**src/rtl/s2m_pkg.sv**
```systemverilog
`timescale 1ns / 1ps
// Shared types, constants and reset values for the sensor-to-MIDI event block.
// Used by every module under rtl/; depends on nothing.
package s2m_pkg;

    localparam int SAMPLE_W            = 16;
    localparam int SAMPLE_BITS_DEFAULT = 16;

    localparam int RANGE_W   = 16;
    localparam int THRESH_W  = 17;
    localparam int CHANNEL_W = 5;
    localparam int NUMBER_W  = 7;
    localparam int VALUE_W   = 7;
    localparam int LAST_W    = 8;

    localparam int CFG_INDEX_W = 3;
    localparam int CFG_DATA_W  = 17;

    localparam int WIDE_W = 19;
    localparam int NUM_W  = 24;
    localparam int DEN_W  = 17;

    localparam logic [CFG_INDEX_W-1:0] REG_RANGE_LOW   = 3'd0;
    localparam logic [CFG_INDEX_W-1:0] REG_RANGE_HIGH  = 3'd1;
    localparam logic [CFG_INDEX_W-1:0] REG_THRESHOLD   = 3'd2;
    localparam logic [CFG_INDEX_W-1:0] REG_MIDI_CHAN   = 3'd3;
    localparam logic [CFG_INDEX_W-1:0] REG_CONTROLLER  = 3'd4;

    localparam logic [RANGE_W-1:0]   RANGE_LOW_RESET  = 16'd0;
    localparam logic [RANGE_W-1:0]   RANGE_HIGH_RESET = 16'd1023;
    localparam logic [THRESH_W-1:0]  THRESH_CONTINUOUS = 17'h1FFFF;
    localparam logic [CHANNEL_W-1:0] CHANNEL_RESET    = 5'd1;
    localparam logic [NUMBER_W-1:0]  CONTROLLER_RESET = 7'd0;

    localparam logic [LAST_W-1:0]  LAST_NONE   = 8'd255;
    localparam logic [LAST_W-1:0]  LAST_ON     = 8'd127;
    localparam logic [LAST_W-1:0]  LAST_OFF    = 8'd0;
    localparam logic [VALUE_W-1:0] VALUE_MAX   = 7'd127;
    localparam logic [VALUE_W-1:0] VALUE_ZERO  = 7'd0;

    typedef enum logic [1:0] {
        KIND_CONTROL  = 2'd0,
        KIND_NOTE_ON  = 2'd1,
        KIND_NOTE_OFF = 2'd2
    } kind_t;

    typedef enum logic [1:0] {
        ST_IDLE,
        ST_SETUP,
        ST_DIVIDE,
        ST_FINISH
    } state_t;

    typedef struct packed {
        logic [RANGE_W-1:0]   range_low;
        logic [RANGE_W-1:0]   range_high;
        logic [THRESH_W-1:0]  threshold;
        logic [CHANNEL_W-1:0] midi_channel;
        logic [NUMBER_W-1:0]  controller_number;
    } cfg_t;

endpackage

```
**src/rtl/s2m_config_regs.sv**
```systemverilog
`timescale 1ns / 1ps
// Configuration register file of the sensor-to-MIDI event block.
// Depends on s2m_pkg for the register indexes, widths and reset values.
module s2m_config_regs
    import s2m_pkg::*;
(
    input  logic                   clk,
    input  logic                   rst_n,
    input  logic                   cfg_write,
    input  logic [CFG_INDEX_W-1:0] cfg_index,
    input  logic [CFG_DATA_W-1:0]  cfg_data,
    output cfg_t                   cfg
);

    cfg_t cfg_reg;
    cfg_t cfg_next;

    always_comb
    begin
        cfg_next = cfg_reg;
        if (cfg_write)
        begin
            case (cfg_index)
                REG_RANGE_LOW:  cfg_next.range_low         = cfg_data[RANGE_W-1:0];
                REG_RANGE_HIGH: cfg_next.range_high        = cfg_data[RANGE_W-1:0];
                REG_THRESHOLD:  cfg_next.threshold         = cfg_data[THRESH_W-1:0];
                REG_MIDI_CHAN:  cfg_next.midi_channel      = cfg_data[CHANNEL_W-1:0];
                REG_CONTROLLER: cfg_next.controller_number = cfg_data[NUMBER_W-1:0];
                default:        cfg_next = cfg_reg;
            endcase
        end
    end

    always_ff @(posedge clk or negedge rst_n)
    begin
        if (!rst_n)
        begin
            cfg_reg.range_low         <= RANGE_LOW_RESET;
            cfg_reg.range_high        <= RANGE_HIGH_RESET;
            cfg_reg.threshold         <= THRESH_CONTINUOUS;
            cfg_reg.midi_channel      <= CHANNEL_RESET;
            cfg_reg.controller_number <= CONTROLLER_RESET;
        end
        else
        begin
            cfg_reg <= cfg_next;
        end
    end

    assign cfg = cfg_reg;

endmodule

```
**src/rtl/s2m_divider.sv**
```systemverilog
`timescale 1ns / 1ps
// Restoring divider that produces one quotient bit per cycle with one subtractor.
// Depends on s2m_pkg for the dividend and divisor widths.
module s2m_divider
    import s2m_pkg::*;
(
    input  logic             clk,
    input  logic             rst_n,
    input  logic             start,
    input  logic [NUM_W-1:0] dividend,
    input  logic [DEN_W-1:0] divisor,
    output logic             done,
    output logic [NUM_W-1:0] quotient
);

    localparam int STEPS  = NUM_W;
    localparam int CNT_W  = $clog2(STEPS);
    localparam logic [CNT_W-1:0] LAST_STEP = CNT_W'(STEPS - 1);

    logic             busy_reg, busy_next;
    logic [CNT_W-1:0] cnt_reg, cnt_next;
    logic [DEN_W-1:0] rem_reg, rem_next;
    logic [NUM_W-1:0] dq_reg, dq_next;
    logic [DEN_W-1:0] den_reg, den_next;
    logic [DEN_W+1:0] partial;
    logic [DEN_W+1:0] trial;
    logic             fits;

    assign partial = {1'b0, rem_reg, dq_reg[NUM_W-1]};
    assign trial   = partial - {2'b00, den_reg};
    assign fits    = !trial[DEN_W+1];
    assign done    = busy_reg && (cnt_reg == LAST_STEP);

    always_comb
    begin
        busy_next = busy_reg;
        cnt_next  = cnt_reg;
        rem_next  = rem_reg;
        dq_next   = dq_reg;
        den_next  = den_reg;
        if (start)
        begin
            busy_next = 1'b1;
            cnt_next  = '0;
            rem_next  = '0;
            dq_next   = dividend;
            den_next  = divisor;
        end
        else if (busy_reg)
        begin
            rem_next = fits ? trial[DEN_W-1:0] : partial[DEN_W-1:0];
            dq_next  = {dq_reg[NUM_W-2:0], fits};
            cnt_next = cnt_reg + 1'b1;
            if (done)
            begin
                busy_next = 1'b0;
            end
        end
    end

    always_ff @(posedge clk or negedge rst_n)
    begin
        if (!rst_n)
        begin
            busy_reg <= 1'b0;
            cnt_reg  <= '0;
        end
        else
        begin
            busy_reg <= busy_next;
            cnt_reg  <= cnt_next;
        end
    end

    always_ff @(posedge clk)
    begin
        rem_reg <= rem_next;
        dq_reg  <= dq_next;
        den_reg <= den_next;
    end

    assign quotient = dq_reg;

endmodule

```
**src/rtl/sensor_to_midi_event.sv**
```systemverilog
`timescale 1ns / 1ps
// Top level of the sensor-to-MIDI event block: sequencer, result register and ports.
// Depends on s2m_pkg, s2m_config_regs and s2m_divider.
//
// Each accepted sample beat occupies the block until its finish step ends, and
// no new sample is taken before then: a setup step forms the span and scaled
// offset, the one-bit-per-cycle restoring divider runs, and a finish step
// clamps, decides and loads the result register. If a previous result still
// sits unaccepted in the result register, the finish step waits for it.
// A sample yields zero or one message beat: a control change in continuous
// mode (threshold written as -1) when the mapped value changes, otherwise a
// note on or note off as the sample crosses the threshold.
module sensor_to_midi_event
    import s2m_pkg::*;
#(
    parameter int SAMPLE_BITS = SAMPLE_BITS_DEFAULT
)
(
    input  logic                   clk,
    input  logic                   rst_n,
    input  logic                   cfg_write,
    input  logic [CFG_INDEX_W-1:0] cfg_index,
    input  logic [CFG_DATA_W-1:0]  cfg_data,
    input  logic                   in_valid,
    output logic                   in_stall,
    input  logic [SAMPLE_W-1:0]    sample,
    output logic                   out_valid,
    input  logic                   out_stall,
    output logic [1:0]             message_kind,
    output logic [NUMBER_W-1:0]    message_number,
    output logic [VALUE_W-1:0]     message_value,
    output logic [CHANNEL_W-1:0]   message_channel
);

    cfg_t cfg;

    state_t state_reg, state_next;

    logic [SAMPLE_BITS-1:0] sample_reg;
    logic [LAST_W-1:0]      last_sent_reg, last_sent_next;
    logic                   force_zero_reg;

    logic                   out_valid_reg, out_valid_next;
    kind_t                  kind_reg;
    logic [VALUE_W-1:0]     value_reg;
    logic [NUMBER_W-1:0]    number_reg;
    logic [CHANNEL_W-1:0]   channel_reg;

    logic                   in_accept;
    logic                   div_start;
    logic                   div_done;
    logic                   finish_go;
    logic [NUM_W-1:0]       quotient;

    logic                   continuous;
    logic signed [WIDE_W-1:0] x_s;
    logic signed [WIDE_W-1:0] lo_s;
    logic signed [WIDE_W-1:0] hi_s;
    logic signed [WIDE_W-1:0] diff_s;
    logic signed [WIDE_W-1:0] span_s;
    logic [WIDE_W-1:0]      diff_abs;
    logic [WIDE_W-1:0]      span_abs;
    logic [NUM_W-1:0]       num_abs;
    logic                   force_zero;

    logic [VALUE_W-1:0]     scaled;
    logic                   emit;
    kind_t                  emit_kind;
    logic [VALUE_W-1:0]     emit_value;

    s2m_config_regs u_cfg (
        .clk       (clk),
        .rst_n     (rst_n),
        .cfg_write (cfg_write),
        .cfg_index (cfg_index),
        .cfg_data  (cfg_data),
        .cfg       (cfg)
    );

    // Offset and span of the linear map; the magnitudes go to the divider and
    // the sign relation decides whether the result is clamped to zero.
    assign continuous = (cfg.threshold == THRESH_CONTINUOUS);
    assign x_s  = $signed(WIDE_W'(sample_reg));
    assign lo_s = continuous ? $signed(WIDE_W'(cfg.range_low))
                             : WIDE_W'($signed(cfg.threshold));
    assign hi_s = $signed(WIDE_W'(cfg.range_high));
    assign diff_s   = x_s - lo_s;
    assign span_s   = hi_s - lo_s;
    assign diff_abs = diff_s[WIDE_W-1] ? WIDE_W'(-diff_s) : WIDE_W'(diff_s);
    assign span_abs = span_s[WIDE_W-1] ? WIDE_W'(-span_s) : WIDE_W'(span_s);
    assign num_abs  = (NUM_W'(diff_abs[DEN_W-1:0]) << 7) - NUM_W'(diff_abs[DEN_W-1:0]);
    assign force_zero = (span_s == '0)
                     || ((diff_s != '0) && (diff_s[WIDE_W-1] != span_s[WIDE_W-1]));

    s2m_divider u_div (
        .clk      (clk),
        .rst_n    (rst_n),
        .start    (div_start),
        .dividend (num_abs),
        .divisor  (span_abs[DEN_W-1:0]),
        .done     (div_done),
        .quotient (quotient)
    );

    assign scaled = force_zero_reg          ? VALUE_ZERO :
                    (|quotient[NUM_W-1:VALUE_W]) ? VALUE_MAX :
                    quotient[VALUE_W-1:0];

    always_comb
    begin
        emit           = 1'b0;
        emit_kind      = KIND_CONTROL;
        emit_value     = scaled;
        last_sent_next = last_sent_reg;
        if (continuous)
        begin
            if ({1'b0, scaled} != last_sent_reg)
            begin
                emit           = 1'b1;
                last_sent_next = {1'b0, scaled};
            end
        end
        else if ((x_s > lo_s) && (last_sent_reg != LAST_ON))
        begin
            emit           = 1'b1;
            emit_kind      = KIND_NOTE_ON;
            last_sent_next = LAST_ON;
        end
        else if ((x_s < lo_s) && (last_sent_reg != LAST_OFF))
        begin
            emit           = 1'b1;
            emit_kind      = KIND_NOTE_OFF;
            emit_value     = VALUE_ZERO;
            last_sent_next = LAST_OFF;
        end
    end

    assign in_accept = in_valid && !in_stall;

    always_comb
    begin
        state_next = state_reg;
        case (state_reg)
            ST_IDLE:   if (in_accept) state_next = ST_SETUP;
            ST_SETUP:  state_next = ST_DIVIDE;
            ST_DIVIDE: if (div_done) state_next = ST_FINISH;
            ST_FINISH: if (!(out_valid_reg && out_stall)) state_next = ST_IDLE;
            default:   state_next = ST_IDLE;
        endcase
    end

    always_comb
    begin
        in_stall  = (state_reg != ST_IDLE);
        div_start = (state_reg == ST_SETUP);
        finish_go = (state_reg == ST_FINISH) && !(out_valid_reg && out_stall);
    end

    always_comb
    begin
        out_valid_next = out_valid_reg;
        if (out_valid_reg && !out_stall)
        begin
            out_valid_next = 1'b0;
        end
        if (finish_go && emit)
        begin
            out_valid_next = 1'b1;
        end
    end

    always_ff @(posedge clk or negedge rst_n)
    begin
        if (!rst_n)
        begin
            state_reg     <= ST_IDLE;
            out_valid_reg <= 1'b0;
            last_sent_reg <= LAST_NONE;
        end
        else
        begin
            state_reg     <= state_next;
            out_valid_reg <= out_valid_next;
            if (finish_go)
            begin
                last_sent_reg <= last_sent_next;
            end
        end
    end

    always_ff @(posedge clk)
    begin
        if (in_accept)
        begin
            sample_reg <= sample[SAMPLE_BITS-1:0];
        end
        if (div_start)
        begin
            force_zero_reg <= force_zero;
        end
        if (finish_go && emit)
        begin
            kind_reg    <= emit_kind;
            value_reg   <= emit_value;
            number_reg  <= cfg.controller_number;
            channel_reg <= cfg.midi_channel;
        end
    end

    assign out_valid       = out_valid_reg;
    assign message_kind    = kind_reg;
    assign message_value   = value_reg;
    assign message_number  = number_reg;
    assign message_channel = channel_reg;

    a_accept_starts: assert property (@(posedge clk) disable iff (!rst_n)
        in_accept |=> (state_reg == ST_SETUP))
        else $error("Accepted sample beat did not start the setup step.");

    a_finish_free: assert property (@(posedge clk) disable iff (!rst_n)
        finish_go |-> !(out_valid_reg && out_stall))
        else $error("Result loaded over a held message beat.");

    a_note_on_last: assert property (@(posedge clk) disable iff (!rst_n)
        (finish_go && emit && (emit_kind == KIND_NOTE_ON)) |=> (last_sent_reg == LAST_ON))
        else $error("Note on did not record the on state.");

    a_note_off_value: assert property (@(posedge clk) disable iff (!rst_n)
        (out_valid && (message_kind == KIND_NOTE_OFF)) |-> (message_value == VALUE_ZERO))
        else $error("Note off beat carries a nonzero value.");

    a_divide_ends: assert property (@(posedge clk) disable iff (!rst_n)
        (state_reg == ST_DIVIDE && div_done) |=> (state_reg == ST_FINISH))
        else $error("Divider completion did not reach the finish step.");

endmodule
```
**config.mk**
```make
export PLATFORM = sky130hd
export DESIGN_NAME = sensor_to_midi_event
export DESIGN_NICKNAME = d
export VERILOG_FILES = /design/src/rtl/s2m_pkg.sv /design/src/rtl/s2m_config_regs.sv /design/src/rtl/s2m_divider.sv /design/src/rtl/sensor_to_midi_event.sv
export SDC_FILE = /design/constraint.sdc
export NUM_CORES = 1
export LEC_CHECK = 0
export ABC_AREA = 1
export BUFFER_PORTS_ARGS = -buffer_cell sky130_fd_sc_hd__buf_2
export CORE_MARGIN = 8
export CORE_UTILIZATION = 55
export DETAILED_ROUTE_END_ITERATION = 8
export HOLD_SLACK_MARGIN = 0.02
export PLACE_DENSITY = 0.8
export SYNTH_ARGS = -nofsm -noshare
export SYNTH_HDL_FRONTEND = slang
export SYNTH_SLANG_ARGS = --single-unit
export TNS_END_PERCENT = 20
```
**constraint.sdc**
```tcl
create_clock -name clk -period 6.1 [get_ports clk]
set_input_delay 1.83 -clock clk [delete_from_list [all_inputs] [get_ports clk]]
set_output_delay 1.83 -clock clk [all_outputs]
set_load 0.01 [all_outputs]
```
# Yosys cells after proc, flatten, opt, wreduce, memory -nomap -nowiden
# Index checks and enable logic that the tools add are counted.
# op_classes
addsub	7
n_lt_le_gt_ge	2
n_eq_ne	16
muxes	32
reduce_logical	32
# ops
operator	n
two-way mux 17 bit	3
two-way mux 24 bit	2
subtractor 17 x 19 -> 19 bit	2
two-way mux 7 bit	5
negator 17 bit	2
two-way mux 8 bit	4
subtractor 24 x 17 -> 24 bit	1
greater-than comparator 17 x 19 -> 1 bit	1
zero test 19 bit	1
< comparator 17 x 19 -> 1 bit	1
two-way mux 19 bit	1
nonzero test 19 bit	1
subtractor 18 x 17 -> 19 bit	1
== test 17 bit (second input constant)	1
OR reduction 17 bit	1
two-way mux 1 bit	10
two-way mux 5 bit	2
AND reduction 2 bit	5
logical AND 1 bit	9
two-way mux 2 bit	4
!= test 7 x 8 -> 1 bit	1
!= test 8 x 7 -> 1 bit (second input constant)	1
case mux 2 bit (4 select lines)	1
nonzero test 8 bit	1
18 further kinds	28
# word_totals
reg_bits	174
inputBits	41
output_inout_bits	23
wordCells	109

# Longest topological paths before layout
# Gate-level depths: netlist (run 1).
# depth
word_depth	9
mapped_depth	38
ltp_nobuf	38

# By module
# From an unflattened synthesis (run 1), not the netlist that was laid out.
# unflattened
cells_unflattened	1752
area_unflattened_um2	12668.4
# modules_own_cells
mod	instances	cells_each	area_each_um2	seq_area_each_um2
sensor_to_midi_event	1	981	6326.1	1426.4
s2m_divider	1	496	3837.4	1721.7
s2m_config_regs	1	275	2504.9	1561.5

# Least setup slack after synthesis (run 1)
# OpenSTA, ideal clock, no wires.
# synth_timing
kind	reg2reg
startpoint	reg u_cfg.cfg_reg (netlist bit u_cfg.cfg[13])
endpoint	reg u_div.dq_reg[22] (netlist: u_div.quotient[22]) (data pin)
setup_time_ns	0.253
t_arrival_ns	4.320
t_required_ns	5.847
path_slack_ns	1.527
path_stages_with_launch	31
n_path_buf	1
synth_period_minus_slack_ns	4.573
path_cell_list	dfstp_2 -> nand2_1 -> nor2_2 -> nand2_2 -> nor3_4 -> inv_1 -> clkbuf_1 -> o21a_1 -> ha_1 -> inv_1 -> ha_1 -> inv_1 -> ha_1 -> nand2_1 -> nor2_1 -> nand2_1 -> nor2_2 -> nand3_1 -> nand2_1 -> xor2_1 -> ha_1 -> a21oi_1 -> inv_1 -> a21oi_1 -> o21ai_2 -> nand3b_1 -> nand2_1 -> nand2_2 -> nand3_1 -> nand3_1 -> nand2_1
# synth_between
elab_chain_len	7
# synth_lines
item	line_no	text
from (decl)	s2m_config_regs.sv:15	cfg_t cfg_reg;
from (signal assigned)	s2m_config_regs.sv:46	cfg_reg <= cfg_next;
== test 17 bit	sensor_to_midi_event.sv:82	assign continuous = (cfg.threshold == THRESH_CONTINUOUS);
two-way mux 19 bit *	sensor_to_midi_event.sv:84	assign lo_s = continuous ? $signed(WIDE_W'(cfg.range_low))
subtractor 17 x 19 -> 19 bit *	sensor_to_midi_event.sv:87	assign diff_s = x_s - lo_s;
negator 17 bit	sensor_to_midi_event.sv:89	assign diff_abs = diff_s[WIDE_W-1] ? WIDE_W'(-diff_s) : WIDE_W'(diff_s);
two-way mux 17 bit *	sensor_to_midi_event.sv:89	
subtractor 24 x 17 -> 24 bit *	sensor_to_midi_event.sv:91	assign num_abs = (NUM_W'(diff_abs[DEN_W-1:0]) << 7) - NUM_W'(diff_abs[DEN_W-1:0]);
two-way mux 24 bit *	s2m_divider.sv:41	if (start)
named net u_div.dq_next[22]	s2m_divider.sv:23	logic [NUM_W-1:0] dq_reg, dq_next;
to (signal assigned)	s2m_divider.sv:78	dq_reg <= dq_next;
to (decl)	s2m_divider.sv:23	
# Mark *: on every way through the listed nets, which the timed path passes. The rest lies on a longest branch.
# A chain may end at the register's enable or synchronous reset.

# Worst setup path after layout (run 1)
# layout_timing
startpoint	reg u_cfg.cfg_reg (netlist bit u_cfg.cfg[21])
endpoint	reg u_div.dq_reg[18] (netlist: u_div.quotient[18]) (data pin)
# The elaborated chain is that of the path after synthesis.

==> results of run 1 <==
-- worst paths after layout --
kind / from / end / slack, ns
setup / recovery: u_cfg.cfg[21] / u_div.quotient[18] / 0.63
hold / removal: u_cfg.cfg[1] / message_number[1] / 0.45
setup reg to reg: u_cfg.cfg[21] / u_div.quotient[18] / 0.63
hold reg to reg: u_cfg.cfg[1] / message_number[1] / 0.45
max in group asynchronous: rst_n / state_reg[1] / 3.90
min in group asynchronous: rst_n / u_cfg.cfg[55] / 1.54
-- worst max-delay path: cells and delay by family (launching register included) --
kind                     cells  cell delay, ns
buffers and inverters        4            0.50
flip-flops                   1            0.56
AO/OA/AOI/OAI                4            0.80
adder cells (fa/ha/maj)      3            0.73
AND/OR/NAND/NOR             19            2.34
XOR/XNOR                     1            0.28
-- layout by cell type (no fill, tap or decap), types with 12 or more instances in the layout --
cell type	n
ha_1	45
dfrtp_1	42
clkbuf_16	17
nand2_1	421
nor3_1	21
nor2_2	12
xnor2_1	13
nor2_1	93
nand2_2	41
nand3b_1	17
o21ai_0	139
nand3_1	102
xor2_1	44
a21oi_1	48
dfxtp_1	17
buf_2	62
dfstp_2	36
edfxtp_1	79
inv_1	221
nand4_1	12
-- synthesized netlist by cell type (22+ instances only) --
master    count  area share
a21oi_1      48       0.021
clkbuf_1     22      0.0072
dfrtp_1      42       0.091
dfstp_2      36       0.082
edfxtp_1     79        0.21
ha_1         45       0.049
inv_1       221       0.072
nand2_1     421        0.14
nand2_2      41       0.022
nand3_1     102       0.044
nor2_1       93       0.030
o21ai_0     139       0.061
xor2_1       44       0.034
-- cell type report --
| cell class | instances | area [um^2] | share of cell area |
|---|---|---|---|
| Inverter | 228 | 858 | 0.0675 |
| Clock inverter | 15 | 185 | 0.0146 |
| Timing Repair Buffer | 68 | 355 | 0.0280 |
| Multi-Input combinational cell | 1101 | 5830 | 0.459 |
| Tap cell | 275 | 344 | 0.0271 |
| Sequential cell | 174 | 4710 | 0.371 |
| Clock buffer | 17 | 425 | 0.0335 |
-- per-layer routing --
layer,up-vias,track usage
li1,5103,-
met1,4603,0.289
met2,299,0.366
met3,52,0.0369
met4,0,0.0769
met5,-,0
-- cell families after synthesis --
logic type | share of synthesized area
buffers and inverters | 0.0837
DFF | 0.410
AOI/OAI and AO/OA | 0.116
adders and majority gates | 0.0507
and+or+nand+nor | 0.294
xor gates and xnor gates | 0.0462
-- per-stage QoR --
step / setup slack, ns / hold WS (ns) / cell area (um^2) / power [mW]
after floorplan: 1.53 / 0.425 / 11500 / 4.74
after global placement: 0.845 / 0.430 / 12100 / 5.48
after detailed placement: 0.725 / 0.435 / 12100 / 5.58
after CTS: 0.686 / 0.451 / 12700 / 6.73
after global routing: 0.122 / 0.453 / 12700 / 7.35
final: 0.635 / 0.453 / 12700 / 6.76
-- power breakdown --
| part | switching [mW] | internal [mW] |
|---|---|---|
| Sequential | 0.247 | 1.79 |
| Clock | 0.553 | 0.558 |
| Combinational | 2.34 | 1.27 |
| Total | 3.14 | 3.62 |
==> run summary, run 1 <==
Outcome = completed
Share of cells above drive strength 1 = 0.141
Setup violations, final = 0
Synth-to-Final Area Change = 10.5%
Pin count of the biggest net entering global routing = 79
DR WL met3 = 1300 um
Most used DFF post-synth = edfxtp_1
Clock latency at the later pin of the worst-skew pair = 0.45 ns
Congestion Overflow GR = 0
Initial antenna violation count = 0
Cell Pwr Density = 532 nW/um^2
Starting DRT DRC Count = 724
Worst Path Arrival = 5.66 ns
Final Slew Violations = 0
Pleak = 6.18 nW
Via/cell ratio = 5.36
Cell repeated most along the worst path = nand2_1
Hold Violations, Final = 0
Final ANT Viol Nets = 0
Port Buffers = 63
Worst Path Required = 6.30 ns
Yosys warning count = 0
Core area = 20800 um^2
Detailed Route WL = 28000 um
Die Area = 25800 um^2
TritonRoute pass-1 iters = 6
CTS tree = yes
Final nets = 1677
Num CTS Buffers = 17
RSZ-0062 raised after global routing = no
Post-Syn Nets = 1615
Post_cts resized = 0
Drt wl/cell = 14.9 um
Clock Tree Buf Depth = 2
Routability cong. = 0.929
Die Span Y = 161 um
Total track usage = 0.221
CP Launch Type = flop
CTS root buffer = clkbuf_16
H-tree Lvls = 4
Relative slew slack = 0.218
Met1 WL = 12900 um
Starting density of the core = 0.554
Hold Buf Count CTS = 0
Post-route DRC = 0
Placed Cells = 1846
Hpwl dp = 21200 um
Peak fanout along the critical path = 11
Core Util, Final = 0.612
Syn Area/Cell = 7.53 um^2
Crit path capture type = flop
# IOs = 64
Mapped Cells = 1528
Distinct cells, synth = 55
Maximum clock frequency = 183 MHz
Diode count = 0
DR top layer = met4
R2R depth = 31
Final worst path period need = 5.47 ns
Mapped Area = 11500 um^2
Crit Path Category = reg2reg
Cell Count, Final, Fillers Out = 1878
Post-CTS Setup Bufs = 0
# fillers = 1805
Hold Path Class = reg2reg
First-pass GRT wire length = 46700 um
CP max stage cell = dfstp_2
Least-Margin Pin Slew = 1.17 ns
Sequential area share after synthesis = 0.410
Async S/R FF share, synth = 0.448
EDFF count, synth = 79
Max IR drop VDD = 0.000268 V
Seq cells post-synth = 174
Total negative slack = 0 ns
Max-Cap Viols = 0
CTS clk-pin slew, worst paths = 0.08 ns
DR WL met2 = 13100 um
Worst Hold Depth = 0
Die W = 161 um
Vias in the first global route = 9540
Final cycle utilization of the critical path = 0.896
Max reg flops = 61
Num Clock Sinks = 174
Largest stage delay on the critical path = 0.56 ns
FP Rows = 53
Worst Skew = 0.0134 ns
Vias = 10100
Power figures use the tool's default switching activity.
==> run 2, diff against run 1 <==
--- a/config.mk
+++ b/config.mk
@@ -7,11 +7,13 @@
 export LEC_CHECK = 0
 export ABC_AREA = 1
 export BUFFER_PORTS_ARGS = -buffer_cell sky130_fd_sc_hd__buf_2
+export CELL_PAD_IN_SITES_DETAIL_PLACEMENT = 1
+export CELL_PAD_IN_SITES_GLOBAL_PLACEMENT = 1
 export CORE_MARGIN = 8
-export CORE_UTILIZATION = 55
+export CORE_UTILIZATION = 46
 export DETAILED_ROUTE_END_ITERATION = 8
 export HOLD_SLACK_MARGIN = 0.02
-export PLACE_DENSITY = 0.8
+export PLACE_DENSITY = 0.88
 export SYNTH_ARGS = -nofsm -noshare
 export SYNTH_HDL_FRONTEND = slang
 export SYNTH_SLANG_ARGS = --single-unit
==> run 2 against run 1 <==
Via count is 4.7% higher. Register-to-register slack worse by 0.15 ns. Critical endpoint is now u_div.quotient[20]. Clock skew is 0.0060 ns higher. Final cell count is 3.1% higher. Critical path type unchanged.
==> run summary, run 2 (synthesized netlist as in run 1, its figures left out) <==
Die Area = 30300 um^2 (+18%)
Diode count = 0 (unchanged)
Commonest non-fill, non-tap cell in the layout = nand2_1
Relative slew slack = 0.143 (-0.0752)
Port Buffers = 63 (unchanged)
Congestion Overflow GR = 0 (unchanged)
Hold Violations, Final = 0 (unchanged)
TritonRoute pass-1 iters = 5 (-1)
Setup violations, final = 0 (unchanged)
Total track usage = 0.233 (+0.0114)
Least-Margin Pin Slew = 1.28 ns (+0.112 ns)
Hold Path Class = reg2reg
Pleak = 6.21 nW (+0.48%)
Share of cells above drive strength 1 = 0.143 (+0.00160)
Hpwl dp = 26600 um (+25%)
Via/cell ratio = 5.44 (+1.6%)
Max IR drop VDD = 0.000227 V (-16%)
FP Rows = 58 (+9.4%)
Total negative slack = 0 ns (unchanged)
RR Endpoint = u_div.quotient[20]
Cell Pwr Density = 549 nW/um^2 (+3.2%)
Die W = 174 um (+8.4%)
# IOs = 64 (unchanged)
Initial antenna violation count = 0 (unchanged)
Starting DRT DRC Count = 566 (-22%)
Crit Path Category = reg2reg
Total power draw = 7.04 mW (+4.2%)
Post-CTS Setup Bufs = 0 (unchanged)
Max reg flops = 61 (unchanged)
Final Slew Violations = 0 (unchanged)
R2R depth = 27 (-13%)
Num Clock Sinks = 174 (unchanged)
Clock Tree Buf Depth = 2 (unchanged)
Final worst path period need = 5.61 ns (+0.148 ns)
Die Span Y = 174 um (+8.4%)
Register Area = 4710 um^2 (unchanged)
Maximum clock frequency = 178 MHz (-2.6%)
Final cycle utilization of the critical path = 0.920 (+0.0242)
Reg-to-reg slack, setup = 0.49 ns (-0.15 ns)
RSZ-0062 raised after global routing = no
CP Launch Type = flop
Final nets = 1680 (+0.18%)
Vias in the first global route = 11400 (+20%)
Post_cts resized = 0 (unchanged)
Clock latency at the later pin of the worst-skew pair = 0.46 ns (about the same)
Synth-to-Final Area Change = 11.6%
Starting density of the core = 0.462 (-0.0920)
Most frequent cells in the layout = 421 x nand2_1, 221 x inv_1, 139 x o21ai_0
Vias = 10500 (+4.7%)
Final ANT Viol Nets = 0 (unchanged)
Pin count of the biggest net entering global routing = 51 (-35%)
CTS clk-pin slew, worst paths = 0.09 ns (about the same)
Core Util, Final = 0.515 (-0.0968)
Num CTS Buffers = 17 (unchanged)
Routability cong. = 0.910 (-2.1%)
First-pass GRT wire length = 57600 um (+23%)
Crit path capture type = flop
H-tree Lvls = 4 (unchanged)
# fillers = 3169 (+76%)
Detailed Route WL = 35000 um (+25%)
Footprint of the multi-input gates = 5830 um^2 (unchanged)
WHS Endpoint = message_number[2]
Peak fanout along the critical path = 17 (+6)
Hold Buf Count CTS = 0 (unchanged)
Outcome = completed
Worst Skew = 0.0194 ns (+0.00601 ns)
Max-Cap Viols = 0 (unchanged)
Worst Hold Depth = 0 (unchanged)
Worst Path Arrival = 5.82 ns (+0.16 ns)
CTS root buffer = clkbuf_16
Hold Crit Start = u_cfg.cfg[2]
Worst Path Required = 6.31 ns (about the same)
Drt wl/cell = 18.1 um (+21%)
Core area = 24900 um^2 (+20%)
Reg2reg start = u_cfg.cfg[23]
Post-route DRC = 0 (unchanged)
CTS tree = yes
-- run 2: stage by stage --
step	instance area, um^2	hold WS [ns]	setup slack (ns)	instances
final	12800	0.462	0.487	1936
after global routing	12800	0.474	0.0702	1936
after CTS	12800	0.462	0.497	1936
after detailed placement	12200	0.439	0.606	1904
after global placement	12200	0.432	0.811	1904
after floorplan	11500	0.425	1.53	1528
-- run 2: how the worst max path moves through the flow --
stage | from | endpoint | slack [ns] | cells past startpoint
final | u_cfg.cfg[23] | u_div.quotient[20] | 0.49 | 27
after global routing | u_cfg.cfg[23] | u_div.quotient[19] | 0.07 | 34
after CTS | u_cfg.cfg[23] | u_div.quotient[20] | 0.50 | 27
after detailed placement | u_cfg.cfg[23] | u_div.quotient[20] | 0.61 | 27
after global placement | u_cfg.cfg[23] | u_div.quotient[17] | 0.81 | 34
after floorplan | u_cfg.cfg[13] | u_div.quotient[22] | 1.53 | 30
-- run 2: metal layers --
| layer | vias to the layer above | part of all wire | global-route usage |
|---|---|---|---|
| li1 | 5104 | - | - |
| met1 | 5141 | 0.44 | 0.281 |
| met2 | 222 | 0.49 | 0.408 |
| met3 | 64 | 0.037 | 0.0354 |
| met4 | 0 | 0.033 | 0.0948 |
| met5 | - | 0 | 0 |
-- run 2: cell type report --
type	count	area share
multi-input cells	1101	0.454
flip-flops and latches	174	0.367
inverters	228	0.0669
clock buffers	17	0.0332
well taps	330	0.0322
repair buffers	71	0.0294
clock inverters	15	0.0169
-- run 2: worst max-delay path: stages, from the launching register on --
cell      delay [ns]
dfstp_2         0.58
nand2_1         0.07
nor2_1          0.22
nand2_1         0.19
nor3_4          0.37
inv_1           0.08
buf_4           0.19
o21ai_0         0.38
ha_1            0.26
nand2_1         0.10
nor2_1          0.24
inv_1           0.11
nor3_4          0.22
nand2_2         0.10
nand3_4         0.16
inv_4           0.12
nand2_2         0.13
nand3_1         0.14
xor2_1          0.42
ha_1            0.36
inv_1           0.10
o21bai_1        0.13
nand4_1         0.12
nand2_1         0.08
a21oi_1         0.21
nand3_1         0.11
nand3_1         0.09
nand2_1         0.05
-- run 2: power breakdown --
| part | switching, mW | total, mW | internal, mW |
|---|---|---|---|
| clock network | 0.622 | 1.20 | 0.578 |
| logic | 2.51 | 3.78 | 1.27 |
| registers | 0.264 | 2.05 | 1.79 |
==> run 3, diff against run 2 <==
--- a/config.mk
+++ b/config.mk
@@ -10,10 +10,11 @@
 export CELL_PAD_IN_SITES_DETAIL_PLACEMENT = 1
 export CELL_PAD_IN_SITES_GLOBAL_PLACEMENT = 1
 export CORE_MARGIN = 8
-export CORE_UTILIZATION = 46
+export CORE_UTILIZATION = 51
+export CTS_BUF_LIST = sky130_fd_sc_hd__clkbuf_4
 export DETAILED_ROUTE_END_ITERATION = 8
 export HOLD_SLACK_MARGIN = 0.02
-export PLACE_DENSITY = 0.88
+export PLACE_DENSITY = 0.95
 export SYNTH_ARGS = -nofsm -noshare
 export SYNTH_HDL_FRONTEND = slang
 export SYNTH_SLANG_ARGS = --single-unit
==> constraint.sdc (replaced) <==
create_clock -name clk -period 6.5 [get_ports clk]
set_input_delay 1.95 -clock clk [delete_from_list [all_inputs] [get_ports clk]]
set_output_delay 1.95 -clock clk [all_outputs]
set_load 0.01 [all_outputs]
==> run 3 against run 2 <==
First-iteration DRC count shrank 9.2%. Routed wire length down 0.25%. Final area shrank 3.0%.
==> run summary, run 3 (synthesized netlist as in run 1, its figures left out) <==
Setup violations, final = 0 (unchanged)
Pin count of the biggest net entering global routing = 75 (+47%)
Crit path capture type = flop
Post_cts resized = 0 (unchanged)
Congestion Overflow GR = 0 (unchanged)
Worst Hold Depth = 0 (unchanged)
CTS root buffer = clkbuf_4
Post-route DRC = 0 (unchanged)
Total track usage = 0.255 (+0.0221)
Clock latency at the later pin of the worst-skew pair = 0.62 ns (+0.16 ns)
FP Rows = 55 (-5.2%)
Synth-to-Final Area Change = 8.27%
Clock share of power = 0.112 (-0.059)
Worst Skew = 0.0324 ns (+0.0130 ns)
Routability cong. = 0.941 (+3.5%)
Least-Margin Pin Slew = 1.25 ns (-0.0285 ns)
Cell Pwr Density = 501 nW/um^2 (-8.6%)
Initial antenna violation count = 1 (+1)
Via/cell ratio = 5.64 (+3.7%)
# IOs = 64 (unchanged)
Detailed Route WL = 34900 um (-0.25%)
Core area = 22400 um^2 (-10%)
Outcome = completed
Top Usage Layer GRT = met2
Final worst path period need = 5.74 ns (+0.123 ns)
WHS Endpoint = message_number[5]
Hold Path Class = reg2reg
Switching fraction of total power = 0.509 (+0.0261)
Cell repeated most along the worst path = nand2_1
Die W = 166 um (-4.6%)
Relative slew slack = 0.162 (+0.0190)
Pleak = 6.06 nW (-2.4%)
Commonest non-fill, non-tap cell in the layout = nand2_1
CP max stage cell = dfstp_2
Reg2reg start = u_cfg.cfg[23]
Total negative slack = 0 ns (unchanged)
Final nets = 1677 (-0.18%)
Post-CTS Setup Bufs = 0 (unchanged)
Reg-to-reg slack, setup = 0.76 ns (+0.28 ns)
GRT met3 Usage = 0.0471 (+0.0117)
Most frequent cells in the layout = 421 x nand2_1, 221 x inv_1, 139 x o21ai_0
CP Launch Type = flop
Pint = 3.06 mW (-16%)
Die Area = 27600 um^2 (-8.9%)
Final ANT Viol Nets = 0 (unchanged)
R2R depth = 31 (+15%)
Num Clock Sinks = 174 (unchanged)
TritonRoute pass-1 iters = 5 (unchanged)
# fillers = 2885 (-9.0%)
Clock Tree Buf Depth = 2 (unchanged)
GRT met2 Usage = 0.433 (+0.0250)
Switch Pwr = 3.18 mW (-6.6%)
Worst Path Required = 6.90 ns (+0.59 ns)
CTS clk-pin slew, worst paths = 0.19 ns (+0.10 ns)
Hpwl dp = 26600 um (-0.15%)
Combinational share of power = 0.577 (+0.039)
Total power draw = 6.24 mW (-11%)
Share of cells above drive strength 1 = 0.141 (-0.00160)
Hold Crit Start = u_cfg.cfg[5]
Peak fanout along the critical path = 11 (-6)
Final Instance Area = 12400 um^2 (-3.0%)
Final Slew Violations = 0 (unchanged)
RR Endpoint = u_div.quotient[20]
RSZ-0062 raised after global routing = no
Starting DRT DRC Count = 514 (-9.2%)
Starting density of the core = 0.514 (+0.0522)
Max reg flops = 61 (unchanged)
Largest stage delay on the critical path = 0.61 ns (+0.03 ns)
CTS tree = yes
Max-Cap Viols = 0 (unchanged)
H-tree Lvls = 4 (unchanged)
Vias = 10700 (+1.2%)
Maximum clock frequency = 174 MHz (-2.1%)
Final cycle utilization of the critical path = 0.882 (-0.0377)
Worst Path Arrival = 6.14 ns (+0.32 ns)
Crit Path Category = reg2reg
Die Span Y = 166 um (-4.6%)
GRT met1 Usage = 0.309 (+0.0278)
Hold WS = 0.474 ns (+0.0119 ns)
Port Buffers = 63 (unchanged)
Drt wl/cell = 18.5 um (+2.2%)
Placed cell areas = 12100 um^2 (-0.65%)
Hold Buf Count CTS = 0 (unchanged)
Vias in the first global route = 11300 (-0.83%)
Max IR drop VDD = 0.000182 V (-20%)
Num CTS Buffers = 17 (unchanged)
Register share of total power = 0.310 (+0.018)
First-pass GRT wire length = 57500 um (about the same)
Hold Violations, Final = 0 (unchanged)
## run 3: metal layers
layer	wire (um)	share of wire
met1	15000	0.43
met2	16900	0.48
met3	1700	0.049
met4	1400	0.040
met5	0	0
## run 3: worst max-delay path by stage
stage | from | endpoint | slack, ns | cells after the start
after CTS | u_cfg.cfg[23] | u_div.quotient[20] | 0.81 | 30
after global placement | u_cfg.cfg[23] | u_div.quotient[17] | 1.14 | 33
final | u_cfg.cfg[23] | u_div.quotient[20] | 0.76 | 31
after detailed placement | u_cfg.cfg[23] | u_div.quotient[20] | 0.95 | 30
after global routing | u_cfg.cfg[23] | u_div.quotient[23] | 0.34 | 34
after floorplan | u_cfg.cfg[13] | u_div.quotient[22] | 1.93 | 30
## run 3: metrics by stage
stage	utilization	cells	setup WS (ns)
after floorplan	-	1528	1.93
after global placement	0.541	1856	1.14
after detailed placement	0.541	1856	0.948
after CTS	0.557	1888	0.808
after global routing	0.557	1889	0.337
final	0.557	1889	0.764
## run 3: power by group through the flow
stage	sequential (mW)	combinational (mW)	clock, mW
floorplan	1.87	2.58	0
detailed placement	1.95	3.47	0
finish	1.94	3.60	0.702
CTS	1.93	3.57	0.715
global placement	1.92	3.26	0
global route	1.98	4.00	0.754
## run 3: final cells by class
cell class	instances	area (um^2)	share of cell area
diodes	1	2.50	0.000201
clock buffers	17	128	0.0103
clock inverters	15	209	0.0168
inverters	228	858	0.0689
multi-input cells	1101	5830	0.468
flip-flops and latches	174	4710	0.378
well taps	285	357	0.0286
repair buffers	68	355	0.0285
## run 3: critical path: cells and delay by family (launching register included)
family | cells | cell delay (ns)
xor+xnor | 1 | 0.43
simple gates | 20 | 2.59
fa+ha+maj | 3 | 0.67
compound gates | 3 | 0.68
buf+inv | 4 | 0.53
flops | 1 | 0.61
